`config.mk`:
```
export PLATFORM = sky130hd
export DESIGN_NAME = tcw_escape
export DESIGN_NICKNAME = d
export VERILOG_FILES = /design/src/design/tcw_pkg.sv /design/src/design/tcw_escape.sv
export SDC_FILE = /design/constraint.sdc
export NUM_CORES = 1
export LEC_CHECK = 0
export ABC_AREA = 1
export BUFFER_PORTS_ARGS = -buffer_cell sky130_fd_sc_hd__buf_2
export CAP_MARGIN = 10
export CORE_UTILIZATION = 50
export DETAILED_ROUTE_END_ITERATION = 6
export PLACE_DENSITY = 0.76
export SYNTH_ARGS = -nofsm -noshare
export SYNTH_HDL_FRONTEND = slang
export SYNTH_SLANG_ARGS = --single-unit
```
`constraint.sdc`:
```
create_clock -name clk -period 1.7 [get_ports clk]
set_clock_uncertainty 0.05 [all_clocks]
set_input_delay 0.17 -clock clk [delete_from_list [all_inputs] [get_ports clk]]
set_output_delay 0.17 -clock clk [all_outputs]
set_load 0.02 [all_outputs]
```
`src/design/tcw_pkg.sv`:
```
// shared constants, codes and handshake structs of the text console writer
// no dependencies; imported by every module of the block except tcw_ram
`default_nettype none

package tcw_pkg;

    // screen geometry
    localparam int COLUMNS = 80;
    localparam int ROWS    = 25;
    localparam int CELLS   = COLUMNS * ROWS;

    localparam int ADDR_W  = $clog2(CELLS);      // ram address
    localparam int CUR_W   = $clog2(CELLS + 1);  // cursor may briefly sit one cell past the end
    localparam int COL_W   = $clog2(COLUMNS);
    localparam int ROW_W   = $clog2(ROWS + 1);
    localparam int WORD_W  = 16;
    localparam int IDX_W   = 11;                 // cell_index and cursor_pos ports
    localparam int OP_W    = 2;

    localparam logic [WORD_W-1:0] RESET_WORD = 16'h0F00;
    localparam logic [7:0]        RESET_ATTR = 8'h0F;

    // opcodes
    localparam logic [OP_W-1:0] OP_PUT   = 2'd0;
    localparam logic [OP_W-1:0] OP_READ  = 2'd1;
    localparam logic [OP_W-1:0] OP_CLEAR = 2'd2;

    // character codes
    localparam logic [7:0] CH_ESC   = 8'h1B;
    localparam logic [7:0] CH_BS    = 8'h08;
    localparam logic [7:0] CH_TAB   = 8'h09;
    localparam logic [7:0] CH_LF    = 8'h0A;
    localparam logic [7:0] CH_CR    = 8'h0D;
    localparam logic [7:0] CH_SPACE = 8'h20;
    localparam logic [7:0] CH_ZERO  = 8'h30;
    localparam logic [7:0] CH_NINE  = 8'h39;
    localparam logic [7:0] CH_SEMI  = 8'h3B;
    localparam logic [7:0] CH_LBRK  = 8'h5B;
    localparam logic [7:0] CH_M     = 8'h6D;

    // byte handed to the escape parser
    typedef struct packed {
        logic       put;
        logic [7:0] code;
    } esc_cmd_t;

    // escape parser state seen by the sequencer
    typedef struct packed {
        logic       in_escape;
        logic [7:0] attribute;
    } esc_stat_t;

    // control of the shared address walker
    typedef struct packed {
        logic              load;
        logic              step;
        logic [ADDR_W-1:0] start;
    } walk_ctl_t;

endpackage

`default_nettype wire

```
`src/design/tcw_escape.sv`:
```
// escape sequence parser: attribute, saved attribute and octal color accumulators
// depends on tcw_pkg
`default_nettype none

module tcw_escape
    import tcw_pkg::*;
(
    input  wire logic      clk,
    input  wire logic      rst_n,
    input  wire logic      enable,
    input  wire esc_cmd_t  cmd,
    output esc_stat_t      stat
);

    logic        in_escape_reg, in_escape_next;
    logic        bracket_reg, bracket_next;
    logic [7:0]  attr_reg, attr_next;
    logic [7:0]  saved_reg, saved_next;
    logic [15:0] acc_reg, acc_next;
    logic [15:0] bg_reg, bg_next;
    logic        is_digit;

    assign is_digit = (cmd.code >= CH_ZERO) && (cmd.code <= CH_NINE);

    always_comb
    begin
        in_escape_next = in_escape_reg;
        bracket_next   = bracket_reg;
        attr_next      = attr_reg;
        saved_next     = saved_reg;
        acc_next       = acc_reg;
        bg_next        = bg_reg;
        if (cmd.put)
        begin
            if (cmd.code == CH_ESC)
            begin
                in_escape_next = 1'b1;
            end
            else if (in_escape_reg)
            begin
                if (!enable)
                begin
                    if (cmd.code == CH_M)
                    begin
                        in_escape_next = 1'b0;
                    end
                end
                else if (cmd.code == CH_LBRK)
                begin
                    saved_next   = attr_reg;
                    bracket_next = 1'b1;
                end
                else if (is_digit)
                begin
                    // octal digit string, wraps at 16 bits
                    acc_next = {acc_reg[12:0], 3'b000} + {12'h000, cmd.code[3:0]};
                end
                else if (bracket_reg)
                begin
                    if (cmd.code == CH_SEMI)
                    begin
                        bg_next      = bg_reg + acc_reg;
                        acc_next     = '0;
                        bracket_next = 1'b0;
                    end
                    else if (cmd.code == CH_M)
                    begin
                        // no separator seen: restore the attribute
                        attr_next      = saved_reg;
                        acc_next       = '0;
                        bg_next        = '0;
                        bracket_next   = 1'b0;
                        in_escape_next = 1'b0;
                    end
                end
                else if (cmd.code == CH_M)
                begin
                    attr_next      = {bg_reg[3:0], 4'h0} | acc_reg[7:0];
                    acc_next       = '0;
                    bg_next        = '0;
                    bracket_next   = 1'b0;
                    in_escape_next = 1'b0;
                end
            end
        end
    end

    always_ff @(posedge clk or negedge rst_n)
    begin
        if (!rst_n)
        begin
            in_escape_reg <= 1'b0;
            bracket_reg   <= 1'b0;
            attr_reg      <= RESET_ATTR;
            saved_reg     <= '0;
            acc_reg       <= '0;
            bg_reg        <= '0;
        end
        else
        begin
            in_escape_reg <= in_escape_next;
            bracket_reg   <= bracket_next;
            attr_reg      <= attr_next;
            saved_reg     <= saved_next;
            acc_reg       <= acc_next;
            bg_reg        <= bg_next;
        end
    end

    assign stat.in_escape = in_escape_reg;
    assign stat.attribute = attr_reg;

endmodule

`default_nettype wire

```
==> flow_metrics.env <==
export IMPL_status="completed"
export IMPL_power_density_nw_per_um2=647
export IMPL_cts_sinks=30
export IMPL_area_growth_pct=12.9
export IMPL_seq_area_frac_synth=0.440
export IMPL_synth_area_per_cell_um2=7.74
export IMPL_portBuffers=20
export IMPL_grt_pass1_vias=1374
export IMPL_synthCells=222
export IMPL_synth_area_um2=1720
export IMPL_timing_final_crit_period_ps=1470
export IMPL_drt_pass1_iter_count=4
export IMPL_drc=0
export IMPL_die_w_um=60.6
export IMPL_numCtsBuffers=5
export IMPL_timing_hold_ws_ps=29.2
export IMPL_clk_insertion_delay_late_ps=330
export IMPL_yosys_warnings=0
export IMPL_crit_fanout=4
export IMPL_drt_wl_total_um=3550
export IMPL_hold_viol=0
export IMPL_yosys_register_bits=30
export IMPL_place_congestion=0.818
export IMPL_die_y_um=60.6
export IMPL_final_setup_tns_ps=0
export IMPL_path_clk_slew_ps=100
export IMPL_root_buffer="clkbuf_4"
export IMPL_dp_hpwl_um=2570
export IMPL_final_util=0.615
export IMPL_fin_crit_sh=0.867
export IMPL_max_cap_violations=0
export IMPL_dieArea_um2=3680
export IMPL_yosys_top_cells_area="dfrtp_1 (38%), nand2_1 (21%), dfstp_2 (6.1%)"
export IMPL_start_util=0.545
export IMPL_avgViaCountPerCell=4.98
export IMPL_setup_violations=0
export IMPL_arrival_ps=1700
export IMPL_critical_path_max_stage_delay_ps=410
export IMPL_track_usage=0.226
export IMPL_grt_setup_unrepaired="no"
export IMPL_max_freq_mhz=679
export IMPL_synth_top_area_cell="dfrtp_1"
export IMPL_vias=1463
export IMPL_drive_gt1_frac=0.212
export IMPL_antenna_found_initial=0
export IMPL_ios=21
export IMPL_path_cells="ha_1 > inv_1 > fa_1 > xnor2_1 > nand3_1 > nand2_1"
export IMPL_leakage_nw=1.20
export IMPL_wire_per_inst_um=12.1
export IMPL_synth_nets=240
export IMPL_cts_tree="yes"
export IMPL_gr_total_overflow=0
export IMPL_cts_max_path_buffers=2
export IMPL_grt_pass1_wl_um=6070
export IMPL_place_area_um2=1870
export IMPL_diodes=0
export IMPL_num_nets_final=267
export IMPL_final_max_slew_viol_count=0
export IMPL_drtIter0Drc=71
export IMPL_core_area_um2=3150
export IMPL_h_tree_depth=2
export IMPL_final_antenna_net_count=0
export IMPL_synth_top_cell_area_share=0.378
export IMPL_yosysUniqueCellTypes=24
export IMPL_cp_start_kind="register"
export IMPL_vdd_drop_max_mv=0.464
export IMPL_hold_path_class="primary input to register"
export IMPL_layout_commonest_cell="nand2_1"
export IMPL_endpoint_kind="register"
export IMPL_cp_slowest_cell="dfrtp_1"
export IMPL_max_slew_worst_pin_slew_ps=681
export IMPL_final_cell_mix="nand2_1 (95), dfrtp_1 (26), buf_2 (20)"
export IMPL_grt_max_degree=31
export IMPL_post_cts_buffers=0
export IMPL_maxSlewHeadroom=0.546
export IMPL_num_rows=20
export IMPL_crit_type="register to register"
export IMPL_worstPathRequired_ps=1920
export IMPL_worst_r2r_setup_slack_ps=230
export IMPL_fin_area_um2=1940
==> layout make-up <==
class / instances / area, um^2
clock buffer: 7 / 55.1
clock inverter: 1 / 5.00
fill: 305 / 1210
inverter: 23 / 86.3
multi-input combinational: 167 / 866
sequential: 30 / 756
tap: 44 / 55.1
timing repair buffer: 22 / 118
==> worst max-delay path, delay by kind of cell, from the launching register on <==
| family | cells | cell delay [ps] |
|---|---|---|
| fa+ha+maj | 2 | 570 |
| simple gates | 2 | 170 |
| flops | 1 | 410 |
| buf+inv | 1 | 60 |
| xor+xnor | 1 | 150 |
==> synthesized netlist by cell type <==
| cell | count |
|---|---|
| a21oi_1 | 1 |
| clkbuf_1 | 1 |
| ha_1 | 5 |
| dfrtp_1 | 26 |
| xnor2_1 | 2 |
| dfstp_2 | 4 |
| fa_1 | 1 |
| clkinv_1 | 1 |
| inv_2 | 5 |
| buf_4 | 1 |
| inv_1 | 17 |
| nor2_8 | 1 |
| nor2_1 | 8 |
| nor2_4 | 1 |
| nand3_1 | 17 |
| nand2_4 | 3 |
| nand4_1 | 9 |
| nand2_2 | 7 |
| xor2_1 | 4 |
| nand3_4 | 1 |
| nor2_2 | 1 |
| nand2_1 | 95 |
| nand3_2 | 2 |
| o21ai_0 | 9 |
==> final timing paths <==
check | start | cells past startpoint | to
max | acc_reg[0] | 6 | bg_reg[2]
min | cmd[0] | 3 | acc_reg[0]
max reg2reg | acc_reg[0] | 6 | bg_reg[2]
min reg2reg | attr_reg[3] | 2 | attr_reg[3]
max in group asynchronous | rst_n | 2 | saved_reg[4]
min in group asynchronous | rst_n | 2 | in_escape_reg
==> routing by layer <==
layer	global-route usage	part of all wire
met1	0.301	0.48
met2	0.372	0.47
met3	0.0448	0.048
met4	0.0747	0.0034
met5	0	0
==> per-stage QoR <==
step / power (mW) / instances / setup WS, ps
finish: 1.26 / 294 / 227
global route: 1.32 / 294 / 111
detailed placement: 0.828 / 285 / 254
floorplan: 0.787 / 222 / 326
global placement: 0.825 / 285 / 286
CTS: 1.27 / 294 / 219
==> kinds of logic after synthesis <==
logic type	count (synthesis)	share of synthesized area
AND/OR/NAND/NOR	145	0.396
AO/OA/AOI/OAI	10	0.0291
buffers and inverters	25	0.0568
adder cells (fa/ha/maj)	6	0.0480
flip-flops	30	0.440
XOR/XNOR	6	0.0306
==> timing repair <==
item | 4_1_cts | 5_1_grt
hold buffers | 1 | 0
gates resized for setup | 0 | 0
endpoints found under the hold margin | 26 | 0
==> power by group <==
group	total [mW]	switching [mW]	internal, mW
Sequential	0.722	0.00500	0.717
Clock	0.441	0.241	0.200
Combinational	0.0925	0.0631	0.0294
No activity file was read; power rests on OpenSTA's default activity.
