<file path="src/design/tcw_pkg.sv">
// shared constants, codes and handshake structs of the text console writer
// no dependencies; imported by every module of the block except tcw_ram
`default_nettype none

package tcw_pkg;

    // screen geometry
    localparam int COLUMNS = 80;
    localparam int ROWS    = 25;
    localparam int CELLS   = COLUMNS * ROWS;

    localparam int ADDR_W  = $clog2(CELLS);      // ram address
    localparam int CUR_W   = $clog2(CELLS + 1);  // cursor may briefly sit one cell past the end
    localparam int COL_W   = $clog2(COLUMNS);
    localparam int ROW_W   = $clog2(ROWS + 1);
    localparam int WORD_W  = 16;
    localparam int IDX_W   = 11;                 // cell_index and cursor_pos ports
    localparam int OP_W    = 2;

    localparam logic [WORD_W-1:0] RESET_WORD = 16'h0F00;
    localparam logic [7:0]        RESET_ATTR = 8'h0F;

    // opcodes
    localparam logic [OP_W-1:0] OP_PUT   = 2'd0;
    localparam logic [OP_W-1:0] OP_READ  = 2'd1;
    localparam logic [OP_W-1:0] OP_CLEAR = 2'd2;

    // character codes
    localparam logic [7:0] CH_ESC   = 8'h1B;
    localparam logic [7:0] CH_BS    = 8'h08;
    localparam logic [7:0] CH_TAB   = 8'h09;
    localparam logic [7:0] CH_LF    = 8'h0A;
    localparam logic [7:0] CH_CR    = 8'h0D;
    localparam logic [7:0] CH_SPACE = 8'h20;
    localparam logic [7:0] CH_ZERO  = 8'h30;
    localparam logic [7:0] CH_NINE  = 8'h39;
    localparam logic [7:0] CH_SEMI  = 8'h3B;
    localparam logic [7:0] CH_LBRK  = 8'h5B;
    localparam logic [7:0] CH_M     = 8'h6D;

    // byte handed to the escape parser
    typedef struct packed {
        logic       put;
        logic [7:0] code;
    } esc_cmd_t;

    // escape parser state seen by the sequencer
    typedef struct packed {
        logic       in_escape;
        logic [7:0] attribute;
    } esc_stat_t;

    // control of the shared address walker
    typedef struct packed {
        logic              load;
        logic              step;
        logic [ADDR_W-1:0] start;
    } walk_ctl_t;

endpackage

`default_nettype wire

</file>
<file path="src/design/tcw_walker.sv">
// shared address walker: one incrementer and end compare used by every screen sweep
// depends on tcw_pkg
`default_nettype none

module tcw_walker
    import tcw_pkg::*;
(
    input  wire logic              clk,
    input  wire logic              rst_n,
    input  wire walk_ctl_t         ctl,
    output logic      [ADDR_W-1:0] addr,
    output logic                   last
);

    logic [ADDR_W-1:0] addr_reg;
    logic [ADDR_W-1:0] addr_next;

    always_comb
    begin
        addr_next = addr_reg;
        if (ctl.load)
        begin
            addr_next = ctl.start;
        end
        else if (ctl.step)
        begin
            addr_next = addr_reg + ADDR_W'(1);
        end
    end

    always_ff @(posedge clk or negedge rst_n)
    begin
        if (!rst_n)
        begin
            addr_reg <= '0;
        end
        else
        begin
            addr_reg <= addr_next;
        end
    end

    // every sweep ends at the last cell
    assign addr = addr_reg;
    assign last = (addr_reg == ADDR_W'(CELLS - 1));

endmodule

`default_nettype wire

</file>
<file path="config.mk">
export PLATFORM = sky130hd
export DESIGN_NAME = tcw_walker
export DESIGN_NICKNAME = d
export VERILOG_FILES = /design/src/design/tcw_pkg.sv /design/src/design/tcw_walker.sv
export SDC_FILE = /design/constraint.sdc
export NUM_CORES = 1
export LEC_CHECK = 0
export BUFFER_PORTS_ARGS = -buffer_cell sky130_fd_sc_hd__buf_2
export CORE_AREA = 10 10 62 64
export CTS_CLUSTER_SIZE = 20
export DETAILED_ROUTE_END_ITERATION = 6
export DIE_AREA = 0 0 72 74
export PLACE_DENSITY = 0.48
export SYNTH_ARGS = -nofsm -noshare
export SYNTH_HDL_FRONTEND = slang
export SYNTH_SLANG_ARGS = --single-unit
</file>
<file path="constraint.sdc">
create_clock -name clk -period 1.75 [get_ports clk]
set_clock_uncertainty 0.2 [all_clocks]
set_input_delay 0.0875 -clock clk [delete_from_list [all_inputs] [get_ports clk]]
set_output_delay 0.0875 -clock clk [all_outputs]
set_load 0.01 [all_outputs]
</file>
==> out/metrics.csv, run 1 <==
metric;value;unit
synth_enable_flop_cells;0;
powerDensity;686;mW/mm^2
ant_nets;0;
antenna_found_initial;0;
setup_tns;0;ns
holdCritPathClass;primary input to flip-flop;
worstMarginPinSlew;0.282;ns
die_area;0.00533;mm^2
fp-row-count;19;
setup_viol;0;
power.leakage;0.427;nW
required;1.71;ns
avgRoutedWirePerCell;13.7;um
drive_above_1_share;0.345;
clock_latency;0.27;ns
grt_max_degree;18;
cp-start-kind;flip-flop;
outcome;finished, violations left;
synth.net_count;84;
yosysMostFrequentCell;dfrtp_1;
yosys.area.top_type;dfrtp_1;
drc;0;
grt_pass1_wl;3.26;mm
syn2layout_area_growth;57.5;%
synthDistinctLibCells;24;
hpwlAfterDp;1.46;mm
maxCapViolCount;0;
cts_tree;built;
drt_pass1_iterations;4;
cts_buffers;3;
path_max_fanout;7;
hold_viol;1;
min_period_over_period;0.932;
via_per_inst;4.86;
clkTransAtPathRegs;0.07;ns
synthCells;68;
cts_setup_buffers;0;
fmaxAchievable;0.613;GHz
port-buffer-count;26;
gr-usage-all-layers;0.0756;
drv_slew;0;
ys.flop_type;dfrtp_1;
hold-worst-slack;-0.00561;ns
grt_pass1_vias;713;
violations;hold timing;
wl;1.97;mm
htreeDepth;1;
synth_seq_area_share;0.435;
root_buffer;clkbuf_4;
rsz0062_at_grt;false;
nNetsFinal;130;
synthTopCellsByArea;dfrtp_1 (43%), or4_1 (5.9%), nand2_1 (5.3%);
synth_area;633;um^2
multi_input_area;339;um^2
postSynth.asyncResetShare;1.00;
worstSetupPathType;flip-flop to flip-flop;
die_w;72;um
fillers;292;
ys_seq_elements;11;
ir_worst_vdd;332;uV
post_dp_cell_area;822;um^2
relSlewSlack;0.812;
largest_reg_flops;11;
cts_sinks;11;
place_inst;126;
io_pins;27;
yosysTopAreaCellShare;0.435;
cp-end-kind;flip-flop;
start_util;0.238;
design_area;997;um^2
dr_total_vias;700;
diodes;0;
fin_util;0.375;
period_needed;1.63;ns
ys_top_cells_by_count;dfrtp_1 (11), nand2_1 (9), o21ai_0 (5), or4_1 (5);
gp_congestion;0.719;
cts_max_path_buffers;2;
arrival;1.59;ns
area.sequential;278;um^2
core-area;0.00266;mm^2
die_y;74;um
synth-warning-count;0;
layout.cells.non_filler;144;
drt_iter0_drc;36;
reg2reg_slack;0.12;ns
avgSynthCellArea;9.31;um^2
grt_overflow;0;
==> through the flow <==
step	worst slack (ns)	power [mW]
after CTS	0.0669	0.690
after global routing	0.0155	0.722
final	0.120	0.684
after detailed placement	0.109	0.488
after floorplan	0.100	0.402
after global placement	0.136	0.485
==> power breakdown <==
part	switching (mW)	internal, mW	leakage [nW]
registers	0.0336	0.281	0.128
logic	0.0934	0.0963	0.284
clock network	0.0912	0.0883	0.0150
==> worst max-delay path: stages (launching register included) <==
cell and delay, ns:
dfrtp_1 0.38, ha_1 0.21, nand2_1 0.16, o311a_1 0.32, a221o_1 0.26
==> cell usage in the layout, fill, tap and decap left out <==
cell	synthesis	layout
dlygate4sd3_1	0	14
dfrtp_1	11	9
or4_1	5	5
xnor2_1	1	1
a221o_1	1	1
o311a_1	1	1
buf_2	2	26
nand2_1	9	9
o211ai_1	2	2
nand3_1	4	4
clkinv_1	1	1
nor3_1	1	1
mux2i_1	1	1
inv_1	1	1
o21ai_0	5	5
a31oi_1	3	3
buf_4	0	5
nor2_1	4	4
nand3_2	1	1
nand4_1	4	4
clkbuf_1	2	1
nor4_2	0	1
ha_1	1	1
o31ai_1	3	3
xor2_1	3	3
nand4_4	1	1
clkbuf_4	0	3
dfrtp_2	0	2
==> metal layers <==
layer / track usage / vias up / routed length (um)
li1: - / 348 / -
met1: 0.0842 / 325 / 832
met2: 0.125 / 23 / 946
met3: 0.0186 / 4 / 144
met4: 0.0516 / 0 / 49
met5: 0 / - / 0
==> worst paths after layout <==
check | start | depth (start not counted) | end
max | addr[1] | 4 | addr[8]
min | ctl[11] | 3 | addr[0]
max reg2reg | addr[1] | 4 | addr[8]
min reg2reg | addr[10] | 2 | addr[10]
max in group asynchronous | rst_n | 2 | addr[3]
min in group asynchronous | rst_n | 2 | addr[6]
==> cell families (layout without fill, tap and decap cells) <==
family / after synthesis / in the layout / share of synthesized area
mux: 1 / 1 / 0.0158
xor+xnor: 4 / 4 / 0.0553
simple gates: 30 / 30 / 0.275
compound gates: 15 / 15 / 0.160
fa+ha+maj: 1 / 1 / 0.0198
buf+inv: 6 / 51 / 0.0395
flops: 11 / 11 / 0.435
==> timing repair <==
item	in CTS	in global routing
setup endpoints to repair	0	2
hold buffers	14	0
resized for setup	0	3
endpoints found under the hold margin	22	0
==> layout make-up <==
cell class,count,area share
Clock buffer,4,0.0263
Inverter,2,0.00753
Multi-Input combinational cell,51,0.340
Sequential cell,11,0.279
Tap cell,31,0.0389
Timing Repair Buffer,45,0.309
No activity file was read; power rests on OpenSTA's default activity.
==> inputs of run 2 (changes only) <==
--- a/config.mk
+++ b/config.mk
@@ -13,2 +13,3 @@
 export PLACE_DENSITY = 0.48
+export SETUP_SLACK_MARGIN = 0.3
 export SYNTH_ARGS = -nofsm -noshare
==> constraint.sdc (replaced) <==
create_clock -name clk -period 1.75 [get_ports clk]
set_clock_uncertainty 0.2 [all_clocks]
set_input_delay 0.35 -clock clk [delete_from_list [all_inputs] [get_ports clk]]
set_output_delay 0.35 -clock clk [all_outputs]
set_load 0.01 [all_outputs]
==> run 2 against run 1 <==
  * The flow finishes with violations (setup timing)
  * Final cell count is 1.4% higher
  * Combinational power grew 53%
  * Maximum frequency shrank 10%
  * Non-clock buffer count rose by 1
==> out/metrics.csv, run 2 (same netlist as run 1, synthesis figures left out) <==
metric;value;unit
fin_ws;-0.0658;ns
reg2reg_slack;0.10;ns
drc;0;
required;1.20;ns
drive_above_1_share;0.539;
diodes;0;
cp-end-kind;primary output;
cts_sinks;11;
gr-usage-all-layers;0.0753;
multi_input_area;388;um^2
relSlewSlack;0.818;
path_max_fanout;3;
violations;setup timing;
cts_tree;built;
crit_chain;ha_4 > nand4_1 > nor4_2 > buf_2;
die_w;72;um
grt_overflow;0;
syn2layout_area_growth;77.7;%
clock_latency;0.28;ns
ir_worst_vdd;378;uV
drt_pass1_iterations;4;
via_per_inst;4.90;
die_y;74;um
power.leakage;0.485;nW
cpMaxStageDelayCell;dfrtp_2;
largest_reg_flops;11;
grt_pass1_vias;719;
dr_total_vias;715;
powerDensity;707;mW/mm^2
hold_viol;0;
cp_top_family;flip-flops;
wl;2.09;mm
root_buffer;clkbuf_4;
htreeDepth;1;
antenna_found_initial;0;
area.sequential;283;um^2
outcome;finished, violations left;
layout.cells.non_filler;146;
worst-path-buf-inv;1;
min_period_over_period;1.04;
nNetsFinal;132;
worstSetupPathType;flip-flop to primary output;
drv_slew;0;
cts_max_path_buffers;2;
layout_common_cells;buf_6 (21), buf_2 (18), nand2_1 (8);
port-buffer-count;26;
fin_util;0.422;
core-area;0.00266;mm^2
rsz0062_at_grt;true;
place_inst;124;
fillers;287;
setup_viol;1;
io_pins;27;
drt_iter0_drc;44;
grt_max_degree;18;
fmaxAchievable;0.551;GHz
cp-start-kind;flip-flop;
hold-worst-slack;0.0727;ns
gp_congestion;0.661;
start_util;0.238;
worstMarginPinSlew;0.274;ns
mostFrequentLayoutCell;buf_6;
die_area;0.00533;mm^2
clkTransAtPathRegs;0.07;ns
arrival;1.27;ns
cpPeakStageDelay;0.39;ns
maxCapViolCount;0;
period_needed;1.82;ns
hpwlAfterDp;1.44;mm
avgRoutedWirePerCell;14.3;um
grt_pass1_wl;3.25;mm
ant_nets;0;
holdCritPathClass;primary input to flip-flop;
fp-row-count;19;
cts_buffers;3;
-- run 2: metal layers --
metal  vias to the layer above  GRT usage  share of wire
met4                         0     0.0387          0.020
met5                         -          0              0
met3                         5     0.0266          0.055
li1                        360          -              -
met2                        18      0.119           0.45
met1                       332     0.0885           0.47
-- run 2: worst paths after layout --
| path | start | end | cells after the start |
|---|---|---|---|
| setup / recovery | addr[1] | last | 4 |
| hold / removal | ctl[6] | addr[6] | 3 |
| setup reg to reg | addr[0] | addr[7] | 6 |
| hold reg to reg | addr[9] | addr[9] | 2 |
| max in group asynchronous | rst_n | addr[4] | 2 |
| min in group asynchronous | rst_n | addr[8] | 2 |
-- run 2: through the flow --
stage	setup TNS (ns)	total power, mW	instance area [um^2]	setup WS [ns]
2_1_floorplan	0	0.419	672	0.216
6_report	-0.0658	0.796	1120	-0.0658
4_1_cts	-0.0852	0.731	986	-0.0852
3_5_place_dp	0	0.492	837	0.127
3_3_place_gp	0	0.490	837	0.157
5_1_grt	-0.141	0.847	1120	-0.141
-- run 2: final cells by class --
cell class | instances | area share
Multi-Input combinational cell | 52 | 0.345
Timing Repair Buffer | 46 | 0.339
Sequential cell | 11 | 0.251
Tap cell | 31 | 0.0345
Clock buffer | 4 | 0.0234
Inverter | 2 | 0.00667
-- run 2: timing repair --
action	in CTS	in global routing
endpoints found under the setup margin	10	16
pin swaps	2	10
resized for setup	16	13
setup buffers	6	10
cloned	0	1
hold buffers	1	0
hold endpoints to repair	11	0
-- run 2: worst reg2reg max path: stages (launching register included) --
cell,delay (ns)
dfrtp_2,0.39
buf_6,0.10
buf_6,0.08
buf_6,0.11
nand3_4,0.08
or4_4,0.48
a31oi_1,0.14
-- run 2: power by group --
group / total, mW / internal, mW / switching [mW]
registers: 0.321 / 0.284 / 0.0374
logic: 0.290 / 0.167 / 0.123
clock network: 0.184 / 0.0886 / 0.0956
total: 0.796 / 0.539 / 0.256
